## config.mk

```make
export PLATFORM = sky130hd
export DESIGN_NAME = xio_interrupt_register_block_flat
export DESIGN_NICKNAME = d
export VERILOG_FILES = /design/src/rtl/xirb_pkg.sv /design/src/rtl/xirb_if.sv /design/src/rtl/xirb_page_file.sv /design/src/rtl/xirb_ctrl.sv /design/src/rtl/xirb_out_buf.sv /design/src/rtl/xio_interrupt_register_block.sv /design/src/flat_wrapper.sv
export VERILOG_INCLUDE_DIRS = /design/src /design/src/rtl
export SDC_FILE = /design/constraint.sdc
export NUM_CORES = 1
export LEC_CHECK = 0
export BUFFER_PORTS_ARGS = -buffer_cell sky130_fd_sc_hd__buf_4
export CORE_UTILIZATION = 53
export CTS_BUF_LIST = sky130_fd_sc_hd__clkbuf_8
export CTS_CLUSTER_SIZE = 12
export DETAILED_ROUTE_END_ITERATION = 6
export GPL_TIMING_DRIVEN = 0
export PLACE_DENSITY = 0.81
export SLEW_MARGIN = 40
export SYNTH_ARGS = -nofsm -noshare
export SYNTH_HDL_FRONTEND = slang
export SYNTH_SLANG_ARGS = --single-unit
```

## constraint.sdc

```tcl
create_clock -name clk_i -period 2.75 [get_ports clk_i]
set_clock_uncertainty 0.15 [all_clocks]
set_input_delay 0.275 -clock clk_i [delete_from_list [all_inputs] [get_ports clk_i]]
set_output_delay 0.275 -clock clk_i [all_outputs]
set_load 0.01 [all_outputs]
```

## src/rtl/assert_macros.svh

```systemverilog
// Assertion macros shared by the RTL of the XIO interrupt register block.
// Depends on nothing; included by files that carry concurrent assertions.
`ifndef ASSERT_MACROS_SVH
`define ASSERT_MACROS_SVH

// Same-cycle implication, disabled while reset is asserted.
`define ASSERT_IMP(label, clk, rst_n, ante, cons) \
  label: assert property (@(posedge clk) disable iff (!rst_n) (ante) |-> (cons)) \
    else $error("assertion failed: same-cycle implication");

// Next-cycle implication, disabled while reset is asserted.
`define ASSERT_NXT(label, clk, rst_n, ante, cons) \
  label: assert property (@(posedge clk) disable iff (!rst_n) (ante) |=> (cons)) \
    else $error("assertion failed: next-cycle implication");

`endif

```

## src/rtl/xirb_pkg.sv

```systemverilog
// Package of the XIO interrupt register block: command codes, status codes,
// page file geometry and the payload structs. Depends on nothing.
`default_nettype none

package xirb_pkg;

  // Page register file geometry
  localparam int PAGE_GROUPS     = 16;
  localparam int PAGES_PER_GROUP = 16;
  localparam int GRP_W           = 4;   // group field width in the command word
  localparam int ENT_W           = 4;   // entry field width in the command word
  localparam int PAGE_ADDR_W     = 1 + GRP_W + ENT_W;  // bank bit selects file
  localparam int PAGE_DEPTH      = 2 ** PAGE_ADDR_W;
  localparam logic [GRP_W:0] GROUP_LIMIT = (GRP_W + 1)'(PAGE_GROUPS);
  localparam logic [ENT_W:0] ENTRY_LIMIT = (ENT_W + 1)'(PAGES_PER_GROUP);

  // Command groups (bits 15..8 of the command word)
  localparam logic [7:0] GRP_CTRL  = 8'h20;
  localparam logic [7:0] GRP_READ  = 8'hA0;
  localparam logic [7:0] GRP_IPAGE = 8'h51;
  localparam logic [7:0] GRP_OPAGE = 8'h52;

  // Control group functions (bits 3..0)
  localparam logic [3:0] FN_SET_MASK  = 4'h0;
  localparam logic [3:0] FN_CLEAR_ALL = 4'h1;
  localparam logic [3:0] FN_ENABLE    = 4'h2;
  localparam logic [3:0] FN_DISABLE   = 4'h3;
  localparam logic [3:0] FN_RESET_BIT = 4'h4;
  localparam logic [3:0] FN_OR_PEND   = 4'h5;
  localparam logic [3:0] FN_DISCRETES = 4'h8;
  localparam logic [3:0] FN_WR_STATUS = 4'hE;

  // Read group functions
  localparam logic [3:0] FN_RD_MASK   = 4'h0;
  localparam logic [3:0] FN_RD_PEND   = 4'h4;
  localparam logic [3:0] FN_RD_STATUS = 4'hE;
  localparam logic [3:0] FN_RD_FAULT  = 4'hF;

  // Reset-pending bit numbering starts at the MSB
  localparam logic [15:0] PEND_MSB    = 16'h8000;
  localparam logic [15:0] FAULT_BIT_N = 16'd1;

  // Command status codes
  localparam logic [1:0] ST_EXECUTED = 2'd0;
  localparam logic [1:0] ST_NOOP     = 2'd1;
  localparam logic [1:0] ST_UNIMPL   = 2'd2;

  typedef struct packed {
    logic [15:0] req_type;
    logic [15:0] data_in;
    logic [15:0] external_faults;
    logic [15:0] external_interrupts;
  } req_t;

  typedef struct packed {
    logic [15:0] read_data;
    logic        read_valid;
    logic        interrupts_enabled;
    logic [1:0]  command_status;
  } rsp_t;

  typedef struct packed {
    logic                   en;
    logic [PAGE_ADDR_W-1:0] addr;
    logic [15:0]            data;
  } page_wr_t;

endpackage

`default_nettype wire

```

## src/rtl/xirb_if.sv

```systemverilog
// Valid/ready channel interfaces for XIO commands and their results.
// Depends on nothing.
`default_nettype none

interface xirb_req_if;
  logic        valid;
  logic        ready;
  logic [15:0] req_type;
  logic [15:0] data_in;
  logic [15:0] external_faults;
  logic [15:0] external_interrupts;

  modport source (output valid, req_type, data_in, external_faults,
                  external_interrupts, input ready);
  modport sink   (input valid, req_type, data_in, external_faults,
                  external_interrupts, output ready);
endinterface

interface xirb_rsp_if;
  logic        valid;
  logic        ready;
  logic [15:0] read_data;
  logic        read_valid;
  logic        interrupts_enabled;
  logic [1:0]  command_status;

  modport source (output valid, read_data, read_valid, interrupts_enabled,
                  command_status, input ready);
  modport sink   (input valid, read_data, read_valid, interrupts_enabled,
                  command_status, output ready);
endinterface

`default_nettype wire

```

## src/rtl/xirb_page_file.sv

```systemverilog
// Instruction and operand page register memory, one synchronous write port.
// Depends on xirb_pkg.
`default_nettype none

module xirb_page_file
  import xirb_pkg::*;
(
  input  wire logic     clk_i,
  input  wire page_wr_t wr_i
);

  // Bank bit in the MSB: 0 instruction pages, 1 operand pages
  logic [15:0] mem_q [PAGE_DEPTH];

  always_ff @(posedge clk_i) begin
    if (wr_i.en) begin
      mem_q[wr_i.addr] <= wr_i.data;
    end
  end

endmodule

`default_nettype wire

```

## src/rtl/xirb_ctrl.sv

```systemverilog
// Command decode and interrupt/fault/status register update, one command per
// cycle while accept_i is high. Depends on xirb_pkg.
`default_nettype none

module xirb_ctrl
  import xirb_pkg::*;
(
  input  wire logic     clk_i,
  input  wire logic     rst_ni,
  input  wire logic     accept_i,
  input  wire req_t     req_i,
  output rsp_t          rsp_o,
  output page_wr_t      page_wr_o
);

  logic [15:0] mask_q, mask_d;
  logic [15:0] pend_q, pend_d;
  logic [15:0] fault_q, fault_d;
  logic [15:0] status_q, status_d;
  logic        en_q, en_d;

  logic [7:0]       grp_sel;
  logic [3:0]       fn;
  logic [GRP_W-1:0] pg_grp;
  logic [ENT_W-1:0] pg_ent;
  logic             pg_in_range;
  logic [15:0]      pend_ext;
  logic [15:0]      fault_ext;

  assign grp_sel     = req_i.req_type[15:8];
  assign fn          = req_i.req_type[3:0];
  assign pg_grp      = req_i.req_type[7:4];
  assign pg_ent      = req_i.req_type[3:0];
  assign pg_in_range = ({1'b0, pg_grp} < GROUP_LIMIT) && ({1'b0, pg_ent} < ENTRY_LIMIT);
  assign pend_ext    = pend_q | req_i.external_interrupts;
  assign fault_ext   = fault_q | req_i.external_faults;

  // Decode and next-state
  always_comb begin
    mask_d    = mask_q;
    pend_d    = pend_ext;
    fault_d   = fault_ext;
    status_d  = status_q;
    en_d      = en_q;
    rsp_o     = '0;
    page_wr_o = '0;
    page_wr_o.addr = {1'b0, pg_grp, pg_ent};
    page_wr_o.data = req_i.data_in;
    rsp_o.command_status = ST_EXECUTED;

    unique case (grp_sel)
      GRP_CTRL: begin
        unique case (fn)
          FN_SET_MASK:  mask_d = req_i.data_in;
          FN_CLEAR_ALL: begin
            pend_d  = '0;
            fault_d = '0;
          end
          FN_ENABLE:    en_d = 1'b1;
          FN_DISABLE:   en_d = 1'b0;
          FN_RESET_BIT: begin
            // bit number above 15 leaves pending alone
            if (req_i.data_in[15:4] == '0) begin
              pend_d = pend_ext & ~(PEND_MSB >> req_i.data_in[3:0]);
            end
            // bit one also drops all faults
            if (req_i.data_in == FAULT_BIT_N) begin
              fault_d = '0;
            end
          end
          FN_OR_PEND:   pend_d = pend_ext | req_i.data_in;
          FN_WR_STATUS: status_d = req_i.data_in;
          FN_DISCRETES: rsp_o.command_status = ST_UNIMPL;
          default:      rsp_o.command_status = ST_NOOP;
        endcase
      end
      GRP_READ: begin
        unique case (fn)
          FN_RD_MASK: begin
            rsp_o.read_data  = mask_q;
            rsp_o.read_valid = 1'b1;
          end
          FN_RD_PEND: begin
            rsp_o.read_data  = pend_ext;
            rsp_o.read_valid = 1'b1;
          end
          FN_RD_STATUS: begin
            rsp_o.read_data  = status_q;
            rsp_o.read_valid = 1'b1;
          end
          FN_RD_FAULT: begin
            // read includes this transfer's external faults, then clears
            rsp_o.read_data  = fault_ext;
            rsp_o.read_valid = 1'b1;
            fault_d          = '0;
          end
          default: rsp_o.command_status = ST_NOOP;
        endcase
      end
      GRP_IPAGE, GRP_OPAGE: begin
        page_wr_o.addr[PAGE_ADDR_W-1] = (grp_sel == GRP_OPAGE);
        if (pg_in_range) begin
          page_wr_o.en = accept_i;
        end else begin
          rsp_o.command_status = ST_NOOP;
        end
      end
      default: rsp_o.command_status = ST_UNIMPL;
    endcase

    rsp_o.interrupts_enabled = en_d;
  end

  // Register update on each accepted command
  always_ff @(posedge clk_i or negedge rst_ni) begin
    if (!rst_ni) begin
      mask_q   <= '0;
      pend_q   <= '0;
      fault_q  <= '0;
      status_q <= '0;
      en_q     <= 1'b0;
    end else if (accept_i) begin
      mask_q   <= mask_d;
      pend_q   <= pend_d;
      fault_q  <= fault_d;
      status_q <= status_d;
      en_q     <= en_d;
    end
  end

endmodule

`default_nettype wire

```

## src/rtl/xirb_out_buf.sv

```systemverilog
// Two-entry result buffer (output register plus skid register) that parts
// the command side from the result side. Depends on xirb_pkg.
`default_nettype none

module xirb_out_buf
  import xirb_pkg::*;
(
  input  wire logic clk_i,
  input  wire logic rst_ni,
  input  wire logic push_i,
  input  wire rsp_t data_i,
  output logic      ready_o,
  output logic      valid_o,
  input  wire logic pop_ready_i,
  output rsp_t      data_o
);

  logic out_valid_q;
  logic skid_valid_q;
  rsp_t out_q;
  rsp_t skid_q;
  logic pop;

  assign pop     = out_valid_q && pop_ready_i;
  assign ready_o = !skid_valid_q;
  assign valid_o = out_valid_q;
  assign data_o  = out_q;

  // Control: output slot fills first, skid only when output is held
  always_ff @(posedge clk_i or negedge rst_ni) begin
    if (!rst_ni) begin
      out_valid_q  <= 1'b0;
      skid_valid_q <= 1'b0;
    end else if (skid_valid_q) begin
      if (pop) begin
        skid_valid_q <= 1'b0;
      end
    end else if (push_i) begin
      if (out_valid_q && !pop) begin
        skid_valid_q <= 1'b1;
      end
      out_valid_q <= 1'b1;
    end else if (pop) begin
      out_valid_q <= 1'b0;
    end
  end

  // Payload
  always_ff @(posedge clk_i) begin
    if (skid_valid_q) begin
      if (pop) begin
        out_q <= skid_q;
      end
    end else if (push_i) begin
      if (out_valid_q && !pop) begin
        skid_q <= data_i;
      end else begin
        out_q <= data_i;
      end
    end
  end

endmodule

`default_nettype wire

```

## src/rtl/xio_interrupt_register_block.sv

```systemverilog
// XIO interrupt register block, top level.
// Depends on xirb_pkg, xirb_if, xirb_ctrl, xirb_page_file, xirb_out_buf, assert_macros.svh.
//
// Usage: one XIO command per transfer on req_i (command word, operand and the
// external fault/interrupt bits of that step). Each command gives exactly one
// result on rsp_o: read data and its valid flag, the interrupt enable after
// the command, and a status (executed, no-op, unimplemented).
// Latency: a result is presented on rsp_o in the cycle after its command is
// taken when no earlier result waits; otherwise it follows that result.
// Throughput: one command per cycle while req_i.ready is high; the mask,
// pending, fault and status registers are read, updated and written back on
// each accepted command; a page register write is one page memory write.
// Stalls: a two-entry result buffer holds results while rsp_o.ready is low;
// req_i.ready stays high until both entries are full, so one more command is
// taken while a finished result waits.
// Reset (rst_ni low, asynchronous): mask, pending, fault, status and enable
// clear and the result buffer empties. Page memory contents are undefined
// until written; no clearing pass is run.
`default_nettype none
`include "assert_macros.svh"

module xio_interrupt_register_block
  import xirb_pkg::*;
(
  input  wire logic   clk_i,
  input  wire logic   rst_ni,
  xirb_req_if.sink    req_i,
  xirb_rsp_if.source  rsp_o
);

  logic     accept;
  logic     buf_ready;
  req_t     req;
  rsp_t     rsp_new;
  rsp_t     rsp_out;
  page_wr_t page_wr;

  assign req.req_type            = req_i.req_type;
  assign req.data_in             = req_i.data_in;
  assign req.external_faults     = req_i.external_faults;
  assign req.external_interrupts = req_i.external_interrupts;

  assign req_i.ready = buf_ready;
  assign accept      = req_i.valid && buf_ready;

  // Command decode and state registers
  xirb_ctrl u_ctrl (
    .clk_i     (clk_i),
    .rst_ni    (rst_ni),
    .accept_i  (accept),
    .req_i     (req),
    .rsp_o     (rsp_new),
    .page_wr_o (page_wr)
  );

  // Page register memory
  xirb_page_file u_pages (
    .clk_i (clk_i),
    .wr_i  (page_wr)
  );

  // Result buffer
  xirb_out_buf u_out (
    .clk_i       (clk_i),
    .rst_ni      (rst_ni),
    .push_i      (accept),
    .data_i      (rsp_new),
    .ready_o     (buf_ready),
    .valid_o     (rsp_o.valid),
    .pop_ready_i (rsp_o.ready),
    .data_o      (rsp_out)
  );

  assign rsp_o.read_data          = rsp_out.read_data;
  assign rsp_o.read_valid         = rsp_out.read_valid;
  assign rsp_o.interrupts_enabled = rsp_out.interrupts_enabled;
  assign rsp_o.command_status     = rsp_out.command_status;

  // Checks
  `ASSERT_IMP(a_full_has_output, clk_i, rst_ni, !req_i.ready, rsp_o.valid)
  `ASSERT_IMP(a_read_is_executed, clk_i, rst_ni, rsp_o.valid && rsp_o.read_valid, rsp_o.command_status == ST_EXECUTED)
  `ASSERT_IMP(a_no_read_zero, clk_i, rst_ni, rsp_o.valid && !rsp_o.read_valid, rsp_o.read_data == 16'h0000)
  `ASSERT_IMP(a_page_wr_on_accept, clk_i, rst_ni, page_wr.en, req_i.valid && req_i.ready)
  `ASSERT_NXT(a_accept_gives_result, clk_i, rst_ni, req_i.valid && req_i.ready, rsp_o.valid)

endmodule

`default_nettype wire
```

## src/flat_wrapper.sv

```systemverilog
// flat-port wrapper written by rule: the top's interface ports become plain ports
module xio_interrupt_register_block_flat import xirb_pkg::*;
  (clk_i, rst_ni, req_i_valid, req_i_req_type, req_i_data_in, req_i_external_faults, req_i_external_interrupts, req_i_ready, rsp_o_valid, rsp_o_read_data, rsp_o_read_valid, rsp_o_interrupts_enabled, rsp_o_command_status, rsp_o_ready);
  xirb_req_if req_i_i ();
  xirb_rsp_if rsp_o_i ();
  input  wire logic clk_i;
  input  wire logic rst_ni;
  input wire logic [$bits(req_i_i.valid)-1:0] req_i_valid;
  input wire logic [$bits(req_i_i.req_type)-1:0] req_i_req_type;
  input wire logic [$bits(req_i_i.data_in)-1:0] req_i_data_in;
  input wire logic [$bits(req_i_i.external_faults)-1:0] req_i_external_faults;
  input wire logic [$bits(req_i_i.external_interrupts)-1:0] req_i_external_interrupts;
  output wire logic [$bits(req_i_i.ready)-1:0] req_i_ready;
  output wire logic [$bits(rsp_o_i.valid)-1:0] rsp_o_valid;
  output wire logic [$bits(rsp_o_i.read_data)-1:0] rsp_o_read_data;
  output wire logic [$bits(rsp_o_i.read_valid)-1:0] rsp_o_read_valid;
  output wire logic [$bits(rsp_o_i.interrupts_enabled)-1:0] rsp_o_interrupts_enabled;
  output wire logic [$bits(rsp_o_i.command_status)-1:0] rsp_o_command_status;
  input wire logic [$bits(rsp_o_i.ready)-1:0] rsp_o_ready;
  assign req_i_i.valid = req_i_valid;
  assign req_i_i.req_type = req_i_req_type;
  assign req_i_i.data_in = req_i_data_in;
  assign req_i_i.external_faults = req_i_external_faults;
  assign req_i_i.external_interrupts = req_i_external_interrupts;
  assign req_i_ready = req_i_i.ready;
  assign rsp_o_valid = rsp_o_i.valid;
  assign rsp_o_read_data = rsp_o_i.read_data;
  assign rsp_o_read_valid = rsp_o_i.read_valid;
  assign rsp_o_interrupts_enabled = rsp_o_i.interrupts_enabled;
  assign rsp_o_command_status = rsp_o_i.command_status;
  assign rsp_o_i.ready = rsp_o_ready;
  xio_interrupt_register_block u_core (.clk_i(clk_i), .rst_ni(rst_ni), .req_i(req_i_i), .rsp_o(rsp_o_i));
endmodule
```

Word level (Yosys, flattened, before mapping)

Cells that the tools add are included.

Shift operators: 1
Equality and inequality tests: 15
Bitwise operators: 6
Reductions and logical operators: 17
Muxes and demuxes: 24

Operators with widths:

| kind                    | number |
|---|---|
| $mux W20                | 4 |
| $pmux W17 S4            | 1 |
| $mux W16                | 4 |
| $pmux W16 S2            | 2 |
| $or A16 B16 Y16         | 3 |
| $pmux W16 S3            | 1 |
| $mux W17                | 1 |
| $and A16 B16 Y16        | 1 |
| $eq A16 B1 Y1 const B   | 1 |
| $eq A8 B7 Y1 const B    | 2 |
| $not A16 Y16            | 1 |
| $shr A16 B4 Y16 const A | 1 |
| $eq A4 B4 Y1 const B    | 3 |
| $logic_not A12 Y1       | 1 |
| $reduce_and A3 Y1       | 4 |
| $eq A4 B2 Y1 const B    | 2 |
| $eq A4 B3 Y1 const B    | 2 |
| $eq A8 B6 Y1 const B    | 1 |
| $eq A8 B8 Y1 const B    | 1 |
| $mux W1                 | 8 |
| $reduce_or A7 Y1        | 1 |
| $pmux W2 S3             | 1 |
| $eq A4 B1 Y1 const B    | 1 |
| $logic_not A4 Y1        | 1 |
| 11 further kinds        | 15 |

Word-level logic and storage cells: 78
Output and inout port bits: 22
Input bits: 68
Register bits after elaboration: 107

Depth between registers and ports, before layout

Depth after elaboration: 7
Gate-level depth with buffers: 9

Hierarchy

A second synthesis with hierarchy kept.

Cells, all modules: 484
Area total of the unflattened synthesis: 5590.4 um2

By module, submodules not included:

| module                       | instances | cells each | area each (um2) |
|---|---|---|---|
| xirb_ctrl                    | 1         | 409        | 3950.0 |
| xirb_out_buf                 | 1         | 74         | 1634.1 |
| xio_interrupt_register_block | 1         | 1          | 6.3 |

Worst setup path after synthesis

No wires, ideal clock.

Path type: flip-flop to flip-flop
From: register u_core.u_out.skid_valid_q
To: register u_core.u_out.out_q (netlist bit u_core.u_out.data_o[0]) (enable)
Slack: 124 ps
Arrival time: 2073 ps
Path buffers: 2
Stages on the path, launching flop included: 6
Clock period less this slack: 2626 ps
Cells stage by stage: dfrtp_1 nor2b_1 clkbuf_1 clkbuf_1 a21oi_1 a21oi_1

Longest elaborated chain between the ends: 4
Elaborated cells on any way between the ends: 6

Ends and longest elaborated chain:

| item                            | RTL line                           | source |
|---|---|---|
| from (decl)                     | xirb_out_buf.sv:19                 | `logic skid_valid_q;` |
| from (signal assigned)          | xirb_out_buf.sv:33                 | `skid_valid_q <= 1'b0;` |
| from (signal assigned)          | xirb_out_buf.sv:36                 | `skid_valid_q <= 1'b0;` |
| from (signal assigned)          | xirb_out_buf.sv:40                 | `skid_valid_q <= 1'b1;` |
| $logic_not A1 Y1                | xirb_out_buf.sv:25                 | `assign ready_o = !skid_valid_q;` |
| $logic_and A1 B1 Y1             | xio_interrupt_register_block.sv:44 | `assign accept = req_i.valid && buf_ready;` |
| $reduce_bool A2 Y1 (no line)    | --                                 |  |
| $reduce_and A3 Y1 (no line) (*) | --                                 |  |
| to (signal assigned)            | xirb_out_buf.sv:52                 | `out_q <= skid_q;` |
| to (signal assigned)            | xirb_out_buf.sv:58                 | `out_q <= data_i;` |
| to (decl)                       | xirb_out_buf.sv:20                 | `rsp_t out_q;` |

Every way passes the cells marked *; elsewhere a longest branch is shown, timed or not.
A chain may end at the register's enable or synchronous reset.

Final worst setup path

From: register u_core.u_out.skid_valid_q
To: register u_core.u_ctrl.pend_q[1]

Longest elaborated chain between the ends: 2

Ends and longest elaborated chain:

| item                 | RTL line                           | source |
|---|---|---|
| $logic_not A1 Y1     | xirb_out_buf.sv:25                 |  |
| $logic_and A1 B1 Y1  | xio_interrupt_register_block.sv:44 |  |
| to (signal assigned) | xirb_ctrl.sv:124                   | `pend_q <= pend_d;` |
| to (decl)            | xirb_ctrl.sv:17                    | `logic [15:0] pend_q, pend_d;` |

No other way between the ends.

==> summary.md <==
| Metric | Value |
|---|---|
| Placed Cells incl. Taps | `702` |
| Die H | `between 100 and 150 um` |
| FF+latch count, synth | `107` |
| Initial Util | `54.58%` |
| Post-Route Utilization | `65.66%` |
| CP endpoint kind | `register` |
| Worst hold slack | `around 0.0020 ns` |
| Final Cell Area | `approximately 6400 um^2` |
| H-tree depth | `3` |
| Final wirelength | `13,620 um` |
| Initial DRT Pass Iterations | `6` |
| Final Cycle Share | `a little over nine tenths` |
| Routed Antenna Nets | `0` |
| Vias in the first global route | `4,369` |
| Lkg Pwr | `~2.5 nW` |
| I/O pin count | `90` |
| Clock buffer depth | `2` |
| Final Setup Violations | `0` |
| Final slew viol count | `0` |
| Syn nets | `555` |
| Post-Place Worst Slack | `-0.09855 ns` |
| All-Layer GR Usage | `27.24%` |
| Clock latency on the worst-skew pair | `0.37 ns` |
| Gpl congestion | `0.9401` |
| Die Wd | `102.3 um` |
| Initial antenna violation count | `0` |
| Setup crit start | `u_core.u_out.skid_valid_q$_DFF_PN0_` |
| Min Tclk post-route | `~2.6 ns` |
| Site row count | `36` |
| Simple-Gate Fraction of Synth Area | `10.58%` |
| Clock sink total | `107` |
| Max Clk Rate | `0.3784 GHz` |
| Synth Area in Adders | `0%` |
| FF+latch area | `2878 um^2` |
| Required @ worst endpoint | `2.84 ns` |
| Post-DP Area | `6128 um^2` |
| Startpoint Class | `register` |
| Final Net Count | `655` |
| Mapped Cells | `~500` |
| First-pass GRT wire length | `~21,000 um` |
| CORE AREA | `9774 um^2` |
| Overflow after GRT | `0` |
| Worst-Margin Slew | `0.7916 ns` |
| Vias per cell | `a little over 6` |
| CP Class | `register to register` |
| YS warnings | `0` |
| Num CTS Buffers | `9` |
| Hold path start | `req_i_external_faults[4]` |
| Share of cells above drive strength 1 | `30.24%` |
| Fin worst setup slack | `0.1076 ns` |
| Ant diodes | `0` |
| Area growth syn-to-layout | `20.29%` |
| Reg clk slew, reported paths | `0.11 ns` |
| Synthesized area | `about 5300 um^2` |
| CTS root buffer | `clkbuf_8` |
| EDFF count, synth | `40` |
| Final Hold Fails | `0` |
| Power per cell area | `slightly below 600 nW/um^2` |
| Synth cell types | `42` |
| HP Class | `input port to register` |
| DRT iter0 DRCs | `475` |
| Post-route insts no fill | `725` |
| Max-slew headroom | `47.09%` |
| Share of the yosys chip area belonging to registers | `a little over half` |
| Multi-input gate area | `2225 um^2` |
| CP arrival | `2.73 ns` |
| Synthesized area per cell | `10.96 um^2` |
| Vias post-DR | `4,514` |
| Status | `finished clean` |
| Detailed Place HPWL | `9658 um` |
| XOR/XNOR share of the synthesized area | `0.1642%` |
| Largest net degree at the start of global routing | `a little under 70` |
| Most common flop cell mapped by yosys | `dfrtp_1` |
| Drt drc | `0` |
| IO Port Bufs | `82` |
| FILL cells | `764` |
| CTS tree | `built` |
| Largest family of logic cells by synthesized area | `compound AO/OA/AOI/OAI gates` |
| Mean routed wirelength per cell | `roughly 19 um` |
| Critical R2R Launch | `u_core.u_out.skid_valid_q$_DFF_PN0_` |
| Ys async rst share | `62.62%` |
| Worst Path Max Fanout | `10` |
| Max-cap violations | `0` |
| Peak supply drop | `0.4315 mV` |
| Compound-cell area share of the yosys netlist | `22.87%` |
| Mux cell area share after synthesis | `7.763%` |
| Unrepaired setup endpoints after global routing | `false` |
| Die Footprint | `roughly 10,000 um^2` |
## cell usage in the layout, fill, tap and decap left out, types with 3 or more instances in the layout
cell            n
nand2_1        26
nor3_1          3
o31ai_1        32
edfxtp_1       40
nor4_1          4
a22oi_1        16
o21ai_2         9
dfrtp_1        67
clkbuf_8        9
mux2_2         35
nor2_1         54
o221a_2        16
buf_4          81
buf_6           7
clkbuf_1       22
inv_1          22
o21bai_1       16
and3_1          3
a21oi_1        38
o21ai_0        26
a31oi_1        17
dlygate4sd3_1   7
## worst paths after layout
path,endpoint,slack [ns],depth (start not counted)
setup reg to reg,u_core.u_ctrl.pend_q[1]$_DFFE_PN0P_,0.11,6
max in group asynchronous,u_core.u_ctrl.status_q[4]$_DFFE_PN0P_,1.72,2
hold reg to reg,u_core.u_ctrl.fault_q[0]$_DFFE_PN0P_,0.36,2
hold / removal,u_core.u_ctrl.fault_q[4]$_DFFE_PN0P_,0.002,3
setup / recovery,u_core.u_ctrl.pend_q[1]$_DFFE_PN0P_,0.11,6
min in group asynchronous,u_core.u_ctrl.fault_q[8]$_DFFE_PN0P_,0.30,2
## through the flow
step	total power [W]	TNS (ns)
2_1_floorplan	0.002402	0
3_3_place_gp	0.002785	-8.567
3_5_place_dp	0.002825	-2.502
4_1_cts	0.003814	0
5_1_grt	0.003981	0
6_report	0.003813	0
## report_power, final
group          switching (W)  internal [W]  total (W)
Clock               0.000572      0.000438    0.00101
Combinational       0.000506      0.000344   0.000850
Sequential         0.0000623       0.00189    0.00195
Total                0.00114       0.00267    0.00381
## layout make-up
cell class,instances,area share (%)
clock inverter,7,1.326
buffer,32,2.613
clock buffer,9,1.930
sequential,107,44.84
tap,133,2.593
multi-input combinational,326,34.67
inverter,22,1.287
timing repair buffer,89,10.74
## cells in the mapped netlist, types with 4 or more instances
cell type,number,area (um^2)
dfrtp_1,67,1677
nor2_1,54,202.7
edfxtp_1,40,1201
a21oi_1,39,195.2
mux2_2,35,394.1
o31ai_1,32,240.2
nand2_1,26,97.59
o21ai_0,26,130.1
clkbuf_1,22,82.58
inv_1,22,82.58
a31oi_1,17,106.4
a22oi_1,16,120.1
o21bai_1,16,120.1
o221a_2,16,180.2
o21ai_2,9,78.83
buf_6,6,67.56
and3_1,4,25.02
nor3_1,4,20.02
nor4_1,4,25.02
## what timing repair did
action | CTS | global route
hold buffers | 6 | 1
hold endpoints to repair | 72 | 1
resized for setup | 1 | 0
setup endpoints to repair | 10 | 0
setup buffers | 0 | 0
## worst max-delay path, cell delays in order, from the launching register on
cell      delay [ns]
dfrtp_1         0.42
inv_1           0.25
nand2_1         0.23
or3_1           0.38
nor3_2          0.45
clkbuf_1        0.46
a31oi_1         0.16
## metal layers
layer / GRT usage (%) / vias to the layer above / wire, um
met5: 0 / - / 0
met4: 10.77 / 0 / 343
met3: 4.651 / 45 / 1186
met2: 44.91 / 284 / 6621
met1: 35.99 / 2164 / 5470
li1: - / 2021 / -
## registers in the layout, summed over array words and instances, names as in the netlist, 16 cells and up
register and count:
u_core.u_out.skid_q 20, u_core.u_ctrl.pend_q 16, u_core.u_ctrl.status_q 16, u_core.u_ctrl.fault_q 16, u_core.u_out.data_o 20, u_core.u_ctrl.mask_q 16
## cell families after synthesis
logic type	after synthesis
AND/OR/NAND/NOR	113
multiplexers	37
buffers and inverters	54
flip-flops	107
AO/OA/AOI/OAI	175
XOR/XNOR	1
(Power assumes the default switching activity.)
